`src/rtl/core/msc_ram.sv`:
```
`default_nettype none

module msc_ram #(
   parameter int Width = 32,
   parameter int Depth = 64,
   localparam int AddrWidth = $clog2(Depth)
) (
   input  wire logic                 clock,
   input  wire logic                 we,
   input  wire logic [AddrWidth-1:0] waddr,
   input  wire logic [Width-1:0]     wdata,
   input  wire logic                 re,
   input  wire logic [AddrWidth-1:0] raddr,
   output logic      [Width-1:0]     rdata
);

   logic [Width-1:0] mem_ff [Depth];
   logic [Width-1:0] rdata_ff;

   always_ff @(posedge clock) begin
      if (we) begin
         mem_ff[waddr] <= wdata;
      end
      // read data holds while no read is issued
      if (re) begin
         rdata_ff <= mem_ff[raddr];
      end
   end

   assign rdata = rdata_ff;

endmodule

`default_nettype wire

```
`config.mk`:
```
export PLATFORM = sky130hd
export DESIGN_NAME = msc_ram
export DESIGN_NICKNAME = d
export VERILOG_FILES = /design/src/rtl/core/msc_ram.sv
export SDC_FILE = /design/constraint.sdc
export NUM_CORES = 2
export LEC_CHECK = 0
export BUFFER_PORTS_ARGS = -buffer_cell sky130_fd_sc_hd__clkbuf_2
export CAP_MARGIN = 10
export CORE_UTILIZATION = 60
export DETAILED_ROUTE_END_ITERATION = 10
export PLACE_DENSITY = 0.82
export SLEW_MARGIN = 5
export SYNTH_ARGS = -nofsm -noshare
export SYNTH_HDL_FRONTEND = slang
export SYNTH_SLANG_ARGS = --single-unit
```
`constraint.sdc`:
```
create_clock -name clock -period 6.3 [get_ports clock]
set_clock_uncertainty 0.2 [all_clocks]
set_input_delay 0.945 -clock clock [delete_from_list [all_inputs] [get_ports clock]]
set_output_delay 0.945 -clock clock [all_outputs]
set_load 0.02 [all_outputs]
```
==> flow_summary.toml <==
[run_status]
status = "complete, no violations"

[placement]
numPortBuffers = 78
dpl.cell_count = 5121
dp_slack_ns = 1.61
gp_congestion = 0.845
hpwl_mm = 114

[routing]
drt_iter0_markers = 7844
drtPass1Iterations = 6
postRouteAntennaNets = 0
routedWlPerCell_um = 40.8
avgViaCountPerCell = 7.37
drc = 0
vias = 40354
routed_wl_mm = 223

[clocking]
clk_pin_slew_worst_paths_ns = 0.06
cts_tree = "done"
htree_levels = 4
clock-sinks = 2080
clk_path_buf_depth = 3
cts_resized = 0
insertion_delay_ns = 0.85
cts_hold_buffers = 0
cts_buffers = 189
clockRootBuffer = "clkbuf_16"
postCtsSetupBuffers = 0

[grt]
antenna_found_initial = 11
grt_overflow = 0
grt_pass1_wl_mm = 309
grt_pass1_vias = 41121
grt_max_degree = 101
grt_usage_pct = 34.0

[synthesis]
synth_top_area_share_pct = 79.2
syn_inst = 3324
yosysTopAreaCell = "edfxtp_1"
ys_seq_elements = 2080
synthDistinctLibCells = 33
yosysWarningCount = 0
yosysSeqAreaShare_pct = 79.2
syn_area_mm2 = 0.0788
syn_area_per_cell_um2 = 23.7
synth_edf_count = 2080
synth_top_flop_cell = "edfxtp_1"
async_reset_ff_share_pct = 0
synth_fp_nets = 3371
synth_area_leaders = "edfxtp_1, mux4_2, mux2i_1"

[die]
die_area_mm2 = 0.133
ioPinCount = 79
rows = 132
start_util_pct = 60.7
core-area_mm2 = 0.130
die_h_um = 364
die_w_um = 364

[sta]
setup_slack_ns = 2.35
finalCritPeriodShare_pct = 62.6
rsz0062_at_grt = "false"
slew_violations = 0
finalSetupViolations = 0
worstMarginPinSlew_ns = 1.34
fin_crit_ns = 3.95
hold-worst-slack_ns = 0.424
max_freq_mhz = 253
max-slew-margin-rel_pct = 10.8
fin_tns_setup_ns = 0
timing.final.hold_violations = 0

[critical_path]
r2r_slack_ns = 3.36
end_kind = "flip-flop"
cp_max_fo = 60
start_kind = "primary input"
timing.rr.start = "mem_ff[19][19]$_DFFE_PP_"
required_ns = 6.62
r2r-end = "rdata[19]$_DFFE_PP_"
arrival_ns = 4.27
worstSetupPathType = "primary input to flip-flop"
crit_start = "raddr[0]"
reg2reg_depth = 4
endpoint = "rdata[12]$_DFFE_PP_"

[layout]
final_common_cell = "edfxtp_1"
final_cell_mix = "edfxtp_1, mux4_2, clkbuf_16, buf_4, mux2i_1"
areaGrowthSynthToFinish_pct = 12.2
final_core_util_pct = 68.1
final_cells = 5474
n_fill_cell = 7217
nets = 3621
drive_above_1_share_pct = 29.7

[min_path]
worstHoldPathCells = 1
hold_class = "primary input to flip-flop"

[power_and_ir_drop]
power_density_mw_per_mm2 = 321
peakVddDrop_v = 0.000248
leakagePower_nw = 27.6

[flow_run]
maxCapViolCount = 0
[flip-flops by register name, indices dropped and copies added, names as in the netlist]
name and count:
rdata 32, mem_ff 2048
[Yosys cell counts, types with 7 or more instances]
cell type  instances
a22oi_1           12
mux2i_1           93
buf_2             57
a311oi_1           8
nand2_1           26
nor2_1           137
buf_1             21
o22ai_1           84
nor3_1             7
o221ai_1          27
nor2b_1           15
buf_4             25
nand2b_1           8
a21oi_1           62
mux4_2           544
edfxtp_1        2080
clkbuf_1          74
[metal layers]
metal	global-route usage (%)	wire [um]	up-vias
met4	19.5	14300	10
met5	0	81	-
li1	-	-	14780
met1	43.8	69600	20500
met3	9.57	33100	821
met2	52.8	106000	4243
[stage by stage]
step                total power [mW]  cell area (um2)
floorplan                       16.4            78800
global placement                17.1            82400
detailed placement              17.1            82400
CTS                             28.3            88400
global route                    28.9            88500
finish                          28.4            88500
[critical path, stage by stage]
cell     delay, ns
buf_8         0.56
buf_12        0.39
buf_4         0.26
mux4_2        0.52
mux4_2        0.51
o22ai_1       0.73
nor2_1        0.16
[cell type report]
type	count	area [um2]	area share (%)
clock buffers	242	5010	5.67
diodes	4	10.0	0.0113
flip-flops and latches	2080	62500	70.6
clock inverters	103	977	1.10
multi-input cells	1062	16000	18.1
well taps	1742	2180	2.46
repair buffers	241	1840	2.08
[kinds of logic (layout without fill, tap and decap cells)]
kind of cell / after synthesis / count (layout) / share of synthesized area, %
AOI/OAI and AO/OA: 202 / 202 / 1.67
other: 0 / 4 / 0
muxes: 637 / 637 / 16.7
and+or+nand+nor: 223 / 223 / 1.26
DFF: 2080 / 2080 / 79.2
buffers and inverters: 182 / 586 / 1.12
[how the worst min path moves through the flow]
stage | from | endpoint | slack, ns
6_report | wdata[17] | mem_ff[13][17]$_DFFE_PP_ | 0.42
5_1_grt | wdata[30] | mem_ff[17][30]$_DFFE_PP_ | 0.41
4_1_cts | wdata[13] | mem_ff[4][13]$_DFFE_PP_ | 0.55
3_5_place_dp | mem_ff[28][20]$_DFFE_PP_ | rdata[20]$_DFFE_PP_ | 0.60
3_3_place_gp | mem_ff[28][20]$_DFFE_PP_ | rdata[20]$_DFFE_PP_ | 0.59
2_1_floorplan | mem_ff[12][17]$_DFFE_PP_ | rdata[17]$_DFFE_PP_ | 0.55
[power breakdown]
group | switching, mW | internal, mW | total (mW)
registers | 0.0754 | 15.4 | 15.4
clock network | 5.15 | 6.29 | 11.4
logic | 0.973 | 0.516 | 1.49
total | 6.20 | 22.2 | 28.4
Power figures use the tool's default switching activity.
