File: src/rtl/core/msc_pkg.sv
`default_nettype none

package msc_pkg;

   // default sizing for the top level parameters
   localparam int MAX_ITEMS_DEF  = 64;
   localparam int KEY_WIDTH_DEF  = 32;

   // fixed field widths of the stream ports
   localparam int KEY_PORT_WIDTH = 32;
   localparam int COUNT_WIDTH    = 12;
   localparam int RSP_DATA_WIDTH = KEY_PORT_WIDTH + 2 * COUNT_WIDTH;

   localparam logic [COUNT_WIDTH-1:0] COUNT_MAX = '1;

   // operation counts kept by the sorter
   typedef struct packed {
      logic [COUNT_WIDTH-1:0] moves;
      logic [COUNT_WIDTH-1:0] compares;
   } sort_counts_type;

   typedef enum logic [1:0] {
      TOP_LOAD,
      TOP_SORT,
      TOP_EMIT_FIRST,
      TOP_EMIT
   } top_state_type;

   typedef enum logic [2:0] {
      SRT_IDLE,
      SRT_POP,
      SRT_COPY,
      SRT_HEAD_A,
      SRT_HEAD_B,
      SRT_MERGE
   } sort_state_type;

endpackage

`default_nettype wire

File: src/rtl/core/msc_sorter.sv
`default_nettype none

module msc_sorter #(
   parameter int MaxItems = msc_pkg::MAX_ITEMS_DEF,
   parameter int KeyWidth = msc_pkg::KEY_WIDTH_DEF,
   localparam int IdxWidth   = $clog2(MaxItems),
   localparam int CountWidth = $clog2(MaxItems + 1)
) (
   input  wire logic                    clock,
   input  wire logic                    reset,
   input  wire logic                    start,
   input  wire logic [CountWidth-1:0]   n_items,
   output logic                         done,
   output msc_pkg::sort_counts_type     counts,
   // key store port
   output logic                         store_re,
   output logic      [IdxWidth-1:0]     store_raddr,
   input  wire logic [KeyWidth-1:0]     store_rdata,
   output logic                         store_we,
   output logic      [IdxWidth-1:0]     store_waddr,
   output logic      [KeyWidth-1:0]     store_wdata,
   // scratch port
   output logic                         scratch_re,
   output logic      [IdxWidth-1:0]     scratch_raddr,
   input  wire logic [KeyWidth-1:0]     scratch_rdata,
   output logic                         scratch_we,
   output logic      [IdxWidth-1:0]     scratch_waddr,
   output logic      [KeyWidth-1:0]     scratch_wdata
);

   // each split level leaves at most a pending merge and a right sibling
   localparam int StackDepth = 2 * IdxWidth + 1;
   localparam int StkIdxW    = $clog2(StackDepth);
   localparam int SpWidth    = $clog2(StackDepth + 1);
   localparam int CntW       = msc_pkg::COUNT_WIDTH;

   msc_pkg::sort_state_type state_ff, state_in;

   logic [SpWidth-1:0]    sp_ff, sp_in;
   logic [IdxWidth-1:0]   stk_lo_ff [StackDepth];
   logic [IdxWidth-1:0]   stk_hi_ff [StackDepth];
   logic                  stk_ph_ff [StackDepth];
   logic                  stk_init, stk_push;

   logic [IdxWidth-1:0]   lo_ff, lo_in, mid_ff, mid_in, hi_ff, hi_in;
   logic [IdxWidth-1:0]   t_ff, t_in;
   logic                  pend_ff, pend_in;
   logic [IdxWidth-1:0]   pend_addr_ff, pend_addr_in;
   logic [CountWidth-1:0] a_ff, a_in, b_ff, b_in, k_ff, k_in;
   logic [KeyWidth-1:0]   head_a_ff, head_a_in, head_b_ff, head_b_in;
   logic                  ref_a_ff, ref_a_in, ref_b_ff, ref_b_in;
   logic [CntW-1:0]       cmp_ff, cmp_in, mov_ff, mov_in;

   logic [SpWidth-1:0]    sp_dec, sp_inc;
   logic [StkIdxW-1:0]    top_idx, push_idx1, push_idx2;
   logic [IdxWidth-1:0]   top_lo, top_hi, top_mid, top_span;
   logic                  top_ph;
   logic [KeyWidth-1:0]   cur_a, cur_b;
   logic                  a_live, b_live, take_a, last_move;
   logic [CountWidth-1:0] a_next, b_next, hi_ext, mid_ext;
   logic [CountWidth-1:0] n_last;

   // top of stack
   assign sp_dec    = sp_ff - SpWidth'(1);
   assign sp_inc    = sp_ff + SpWidth'(1);
   assign top_idx   = sp_dec[StkIdxW-1:0];
   assign push_idx1 = sp_ff[StkIdxW-1:0];
   assign push_idx2 = sp_inc[StkIdxW-1:0];
   assign top_lo    = stk_lo_ff[top_idx];
   assign top_hi    = stk_hi_ff[top_idx];
   assign top_ph    = stk_ph_ff[top_idx];
   assign top_span  = top_hi - top_lo;
   assign top_mid   = top_lo + (top_span >> 1);
   assign n_last    = n_items - CountWidth'(1);

   // run heads come from the ram right after a refill, else from the holding register
   assign cur_a     = ref_a_ff ? scratch_rdata : head_a_ff;
   assign cur_b     = ref_b_ff ? scratch_rdata : head_b_ff;
   assign hi_ext    = CountWidth'(hi_ff);
   assign mid_ext   = CountWidth'(mid_ff);
   assign a_live    = (a_ff <= mid_ext);
   assign b_live    = (b_ff <= hi_ext);
   assign take_a    = a_live && (!b_live || ($signed(cur_a) <= $signed(cur_b)));
   assign a_next    = a_ff + CountWidth'(1);
   assign b_next    = b_ff + CountWidth'(1);
   assign last_move = (k_ff == hi_ext);

   // copy write-back comes in the cycle after the store read
   assign scratch_we    = pend_ff;
   assign scratch_waddr = pend_addr_ff;
   assign scratch_wdata = store_rdata;
   assign counts.compares = cmp_ff;
   assign counts.moves    = mov_ff;

   // next state
   always_comb begin
      state_in = state_ff;
      case (state_ff)
         msc_pkg::SRT_IDLE: begin
            if (start) begin
               state_in = msc_pkg::SRT_POP;
            end
         end
         msc_pkg::SRT_POP: begin
            if (sp_ff == '0) begin
               state_in = msc_pkg::SRT_IDLE;
            end else if (top_ph && (top_lo < top_hi)) begin
               state_in = msc_pkg::SRT_COPY;
            end
         end
         msc_pkg::SRT_COPY: begin
            if (t_ff == hi_ff) begin
               state_in = msc_pkg::SRT_HEAD_A;
            end
         end
         msc_pkg::SRT_HEAD_A: state_in = msc_pkg::SRT_HEAD_B;
         msc_pkg::SRT_HEAD_B: state_in = msc_pkg::SRT_MERGE;
         msc_pkg::SRT_MERGE: begin
            if (last_move) begin
               state_in = msc_pkg::SRT_POP;
            end
         end
         default: state_in = msc_pkg::SRT_IDLE;
      endcase
   end

   // outputs and datapath
   always_comb begin
      done          = 1'b0;
      stk_init      = 1'b0;
      stk_push      = 1'b0;
      sp_in         = sp_ff;
      lo_in         = lo_ff;
      mid_in        = mid_ff;
      hi_in         = hi_ff;
      t_in          = t_ff;
      pend_in       = 1'b0;
      pend_addr_in  = pend_addr_ff;
      a_in          = a_ff;
      b_in          = b_ff;
      k_in          = k_ff;
      head_a_in     = head_a_ff;
      head_b_in     = head_b_ff;
      ref_a_in      = ref_a_ff;
      ref_b_in      = ref_b_ff;
      cmp_in        = cmp_ff;
      mov_in        = mov_ff;
      store_re      = 1'b0;
      store_raddr   = t_ff;
      store_we      = 1'b0;
      store_waddr   = k_ff[IdxWidth-1:0];
      store_wdata   = take_a ? cur_a : cur_b;
      scratch_re    = 1'b0;
      scratch_raddr = lo_ff;
      case (state_ff)
         msc_pkg::SRT_IDLE: begin
            if (start) begin
               stk_init = 1'b1;
               sp_in    = SpWidth'(1);
               cmp_in   = '0;
               mov_in   = '0;
            end
         end
         msc_pkg::SRT_POP: begin
            if (sp_ff == '0) begin
               done = 1'b1;
            end else if (top_lo >= top_hi) begin
               sp_in = sp_dec;
            end else if (!top_ph) begin
               // split: merge marker, then right half, then left half on top
               stk_push = 1'b1;
               sp_in    = sp_ff + SpWidth'(2);
            end else begin
               sp_in  = sp_dec;
               lo_in  = top_lo;
               mid_in = top_mid;
               hi_in  = top_hi;
               t_in   = top_lo;
            end
         end
         msc_pkg::SRT_COPY: begin
            store_re     = 1'b1;
            store_raddr  = t_ff;
            pend_in      = 1'b1;
            pend_addr_in = t_ff;
            t_in         = t_ff + IdxWidth'(1);
         end
         msc_pkg::SRT_HEAD_A: begin
            scratch_re    = 1'b1;
            scratch_raddr = lo_ff;
         end
         msc_pkg::SRT_HEAD_B: begin
            scratch_re    = 1'b1;
            scratch_raddr = mid_ff + IdxWidth'(1);
            head_a_in     = scratch_rdata;
            ref_a_in      = 1'b0;
            ref_b_in      = 1'b1;
            a_in          = CountWidth'(lo_ff);
            b_in          = mid_ext + CountWidth'(1);
            k_in          = CountWidth'(lo_ff);
         end
         msc_pkg::SRT_MERGE: begin
            store_we  = 1'b1;
            k_in      = k_ff + CountWidth'(1);
            head_a_in = cur_a;
            head_b_in = cur_b;
            if (a_live && b_live && (cmp_ff != msc_pkg::COUNT_MAX)) begin
               cmp_in = cmp_ff + CntW'(1);
            end
            if (mov_ff != msc_pkg::COUNT_MAX) begin
               mov_in = mov_ff + CntW'(1);
            end
            scratch_re = 1'b1;
            if (take_a) begin
               a_in          = a_next;
               scratch_raddr = a_next[IdxWidth-1:0];
               ref_a_in      = 1'b1;
               ref_b_in      = 1'b0;
            end else begin
               b_in          = b_next;
               scratch_raddr = b_next[IdxWidth-1:0];
               ref_a_in      = 1'b0;
               ref_b_in      = 1'b1;
            end
         end
         default: begin
            sp_in = '0;
         end
      endcase
   end

   always_ff @(posedge clock) begin
      if (reset) begin
         state_ff <= msc_pkg::SRT_IDLE;
         sp_ff    <= '0;
         pend_ff  <= 1'b0;
         cmp_ff   <= '0;
         mov_ff   <= '0;
      end else begin
         state_ff <= state_in;
         sp_ff    <= sp_in;
         pend_ff  <= pend_in;
         cmp_ff   <= cmp_in;
         mov_ff   <= mov_in;
      end
   end

   always_ff @(posedge clock) begin
      lo_ff        <= lo_in;
      mid_ff       <= mid_in;
      hi_ff        <= hi_in;
      t_ff         <= t_in;
      pend_addr_ff <= pend_addr_in;
      a_ff         <= a_in;
      b_ff         <= b_in;
      k_ff         <= k_in;
      head_a_ff    <= head_a_in;
      head_b_ff    <= head_b_in;
      ref_a_ff     <= ref_a_in;
      ref_b_ff     <= ref_b_in;
      if (stk_init) begin
         stk_lo_ff[0] <= '0;
         stk_hi_ff[0] <= n_last[IdxWidth-1:0];
         stk_ph_ff[0] <= 1'b0;
      end
      if (stk_push) begin
         stk_ph_ff[top_idx]   <= 1'b1;
         stk_lo_ff[push_idx1] <= top_mid + IdxWidth'(1);
         stk_hi_ff[push_idx1] <= top_hi;
         stk_ph_ff[push_idx1] <= 1'b0;
         stk_lo_ff[push_idx2] <= top_lo;
         stk_hi_ff[push_idx2] <= top_mid;
         stk_ph_ff[push_idx2] <= 1'b0;
      end
   end

endmodule

`default_nettype wire
File: config.mk
export PLATFORM = sky130hd
export DESIGN_NAME = msc_sorter
export DESIGN_NICKNAME = d
export VERILOG_FILES = /design/src/rtl/core/msc_pkg.sv /design/src/rtl/core/msc_sorter.sv
export SDC_FILE = /design/constraint.sdc
export NUM_CORES = 1
export LEC_CHECK = 0
export BUFFER_PORTS_ARGS = -buffer_cell sky130_fd_sc_hd__buf_4
export CAP_MARGIN = 30
export CORE_MARGIN = 5
export CORE_UTILIZATION = 40
export CTS_BUF_LIST = sky130_fd_sc_hd__clkbuf_16
export CTS_CLUSTER_DIAMETER = 40
export DETAILED_ROUTE_END_ITERATION = 6
export PLACE_DENSITY_LB_ADDON = 0.12
export SLEW_MARGIN = 10
export SYNTH_ARGS = -nofsm -noshare
export SYNTH_HDL_FRONTEND = slang
export SYNTH_SLANG_ARGS = --single-unit
export TNS_END_PERCENT = 50
File: constraint.sdc
create_clock -name clock -period 8.02 [get_ports clock]
set_clock_uncertainty 0.05 [all_clocks]
set_input_delay 0.802 -clock clock [delete_from_list [all_inputs] [get_ports clock]]
set_output_delay 0.802 -clock clock [all_outputs]
set_load 0.03 [all_outputs]
==> metrics.cfg <==
[logic_synthesis]
synth_ff_type=edfxtp_1
synth-edff-count=273
ys_types=64
synth_commonest_cells=edfxtp_1 (273), mux2i_1 (232), nand2_1 (135)
ys_ff_latch=318
netlist_instances=1603
post-synth-top-count-cell=edfxtp_1
ys.warnings.count=0
async_reset_ff_frac=0
syn_area_mm2=0.0184
synth_area_leader_cell=edfxtp_1
synth_fp_nets=1752
ys_top_cells_by_area=edfxtp_1 (44%), mux2i_1 (13%), mux4_2 (5.5%)
avgSynthCellArea_um2=11.5
yosysSeqAreaShare=0.494
yosys.area.top_type_share=0.445

[critical_path]
worst_r2r_endpoint=stk_lo_ff[4][2]
start_kind=flop
crit_path_end_kind=flop
worstPathRequired_ps=8250
cp_top_family=compound AO/OA/AOI/OAI gates
regToRegSetupSlack_ps=1400
critPathMaxFanout=26
cp_cell_sequence=buf_4, inv_1, ha_2, mux4_2, nand2_1, nand3_1, nand2_1, inv_1, ha_1, fa_1, nor2b_1, o21ai_0, a21boi_0, o21ai_0, a2111oi_4, buf_4, nand3_2, o21ai_1, buf_4
arrival_ps=6850
cpMostUsedCell=buf_4
path_class=reg -> reg
critPathBufInv=5
r2r-start=push_idx1[1]
slowest_delay_ps=960
worst_path_max_delay_cell=a2111oi_4
reg2reg_depth=19

[floorplan]
core_area_mm2=0.0455
dieHeight_um=225
dieArea_mm2=0.0505
die_x_um=225
io_pins=191
floorplan.initialDensity=0.405
rows=78

[clock_tree]
cts_sinks=318
insertion_delay_ps=600
clk_pin_slew_ps=50
numCtsBuffers=59
cts_setup_buffers=0
hold_buffers=0
clockRootBuffer=clkbuf_16
tritoncts=built
htreeDepth=2
cts_resized=0
cts_buffer_depth=3

[global_routing]
grt_max_degree=86
first_global_vias=12850
overflow=0
grt_pass1_wl_um=76300
grtUsageTotal=0.192
antenna_found_initial=0

[drt]
viasPerCell=5.37
vias=12638
wire_per_inst_um=20.8
drtIter0Drc=782
first_pass_iters=5
drc=0
final_antenna_net_count=0
wl_um=49000

[timing]
tns_ps=0
worst_pin_slew_ps=993
setup_viol=0
maxSlewViolCount=0
worst_slack_ps=1400
min_period_ps=6620
slew_headroom=0.338
post-route-period-util=0.825
rsz0062_at_grt=no
timing.fmax_mhz=151
final_hold_viol_count=0

[final_layout]
register_area_mm2=0.00910
multi_input_comb_area_mm2=0.00819
area_growth_pct=18.4
drive_above_1_share=0.208
nNetsFinal=1855
final.fill_count=4164
finalInstanceArea_mm2=0.0218
insertedDiodeCount=0
fin_util=0.480

[worst_hold_path]
whs_endpoint=push_idx1[0]
hold_depth=2
hold_class=in -> reg
hp-start=reset

[place]
dp_hpwl_um=34100
post-place-ws_ps=1440
place.gp.congestion=0.840
numPortBuffers=125
place_area_mm2=0.0198

[run]
maxCapViolCount=0

[run_status]
outcome=finished, final reports clean

## how the worst max path moves through the flow
stage,startpoint,to,slack [ps],depth (start not counted)
6_report,push_idx1[1],stk_lo_ff[4][2],1400,19
5_1_grt,push_idx1[2],stk_hi_ff[6][0],1010,18
4_1_cts,push_idx1[1],stk_hi_ff[6][0],1390,19
3_5_place_dp,push_idx1[1],stk_lo_ff[6][2],1440,19
3_3_place_gp,push_idx1[1],stk_lo_ff[6][2],1510,19
2_1_floorplan,push_idx1[0],stk_hi_ff[4][0],-100,29
## cells in the final DEF (no fill, tap or decap), types with 45 or more instances in the layout
cell type	count
a21oi_1	69
buf_4	178
clkbuf_16	60
edfxtp_1	273
ha_1	72
inv_1	122
mux2i_1	232
mux4_2	45
nand2_1	134
nand3_1	54
nor2_1	84
o21ai_0	69
## per-stage QoR
stage | hold WS, ps | instances
6_report | 432 | 2354
5_1_grt | 428 | 2354
4_1_cts | 402 | 2351
3_5_place_dp | 422 | 2242
3_3_place_gp | 411 | 2240
2_1_floorplan | 381 | 1603
## metal layers
layer	vias up	wire, um	GRT usage	share of wire
met5	-	0	0	0
met4	0	833	0.0424	0.017
met3	66	2580	0.0386	0.053
met2	313	23300	0.317	0.48
met1	6228	22300	0.264	0.45
li1	6031	-	-	-
## area by class of cell
type                            count  share of cell area
Inverter                          119              0.0205
Tap cell                          600              0.0344
Clock buffer                       60              0.0688
Timing Repair Buffer              179              0.0616
Multi-Input combinational cell   1029               0.375
Sequential cell                   318               0.417
Clock inverter                     49              0.0228
## state kept, by name, summed over array words and instances, names as in the netlist, 7 cells and up
| name | count |
|---|---|
| a_ff | 7 |
| b_ff | 7 |
| cmp_ff | 12 |
| head_a_ff | 32 |
| head_b_ff | 32 |
| k_ff | 7 |
| mov_ff | 12 |
| stk_hi_ff | 78 |
| stk_lo_ff | 78 |
| stk_ph_ff | 13 |
## worst reg2reg max path, cell delays in order, from the launching register on
cell and delay [ps]:
dfxtp_1 310, buf_4 210, inv_1 150, ha_2 920, mux4_2 480, nand2_1 100, nand3_1 70, nand2_1 160
inv_1 110, ha_1 220, fa_1 400, nor2b_1 120, o21ai_0 100, a21boi_0 250, o21ai_0 330, a2111oi_4 960
buf_4 350, nand3_2 460, o21ai_1 240, buf_4 280
## cells by family after synthesis
family,share of synthesized area
and+or+nand+nor,0.0959
muxes,0.190
AOI/OAI and AO/OA,0.0691
buffers and inverters,0.0643
adders and majority gates,0.0517
xor gates and xnor gates,0.0357
DFF,0.494
Power is not shown: default switching activity piles up to over one toggle a cycle in this logic, so the estimate is an artifact.
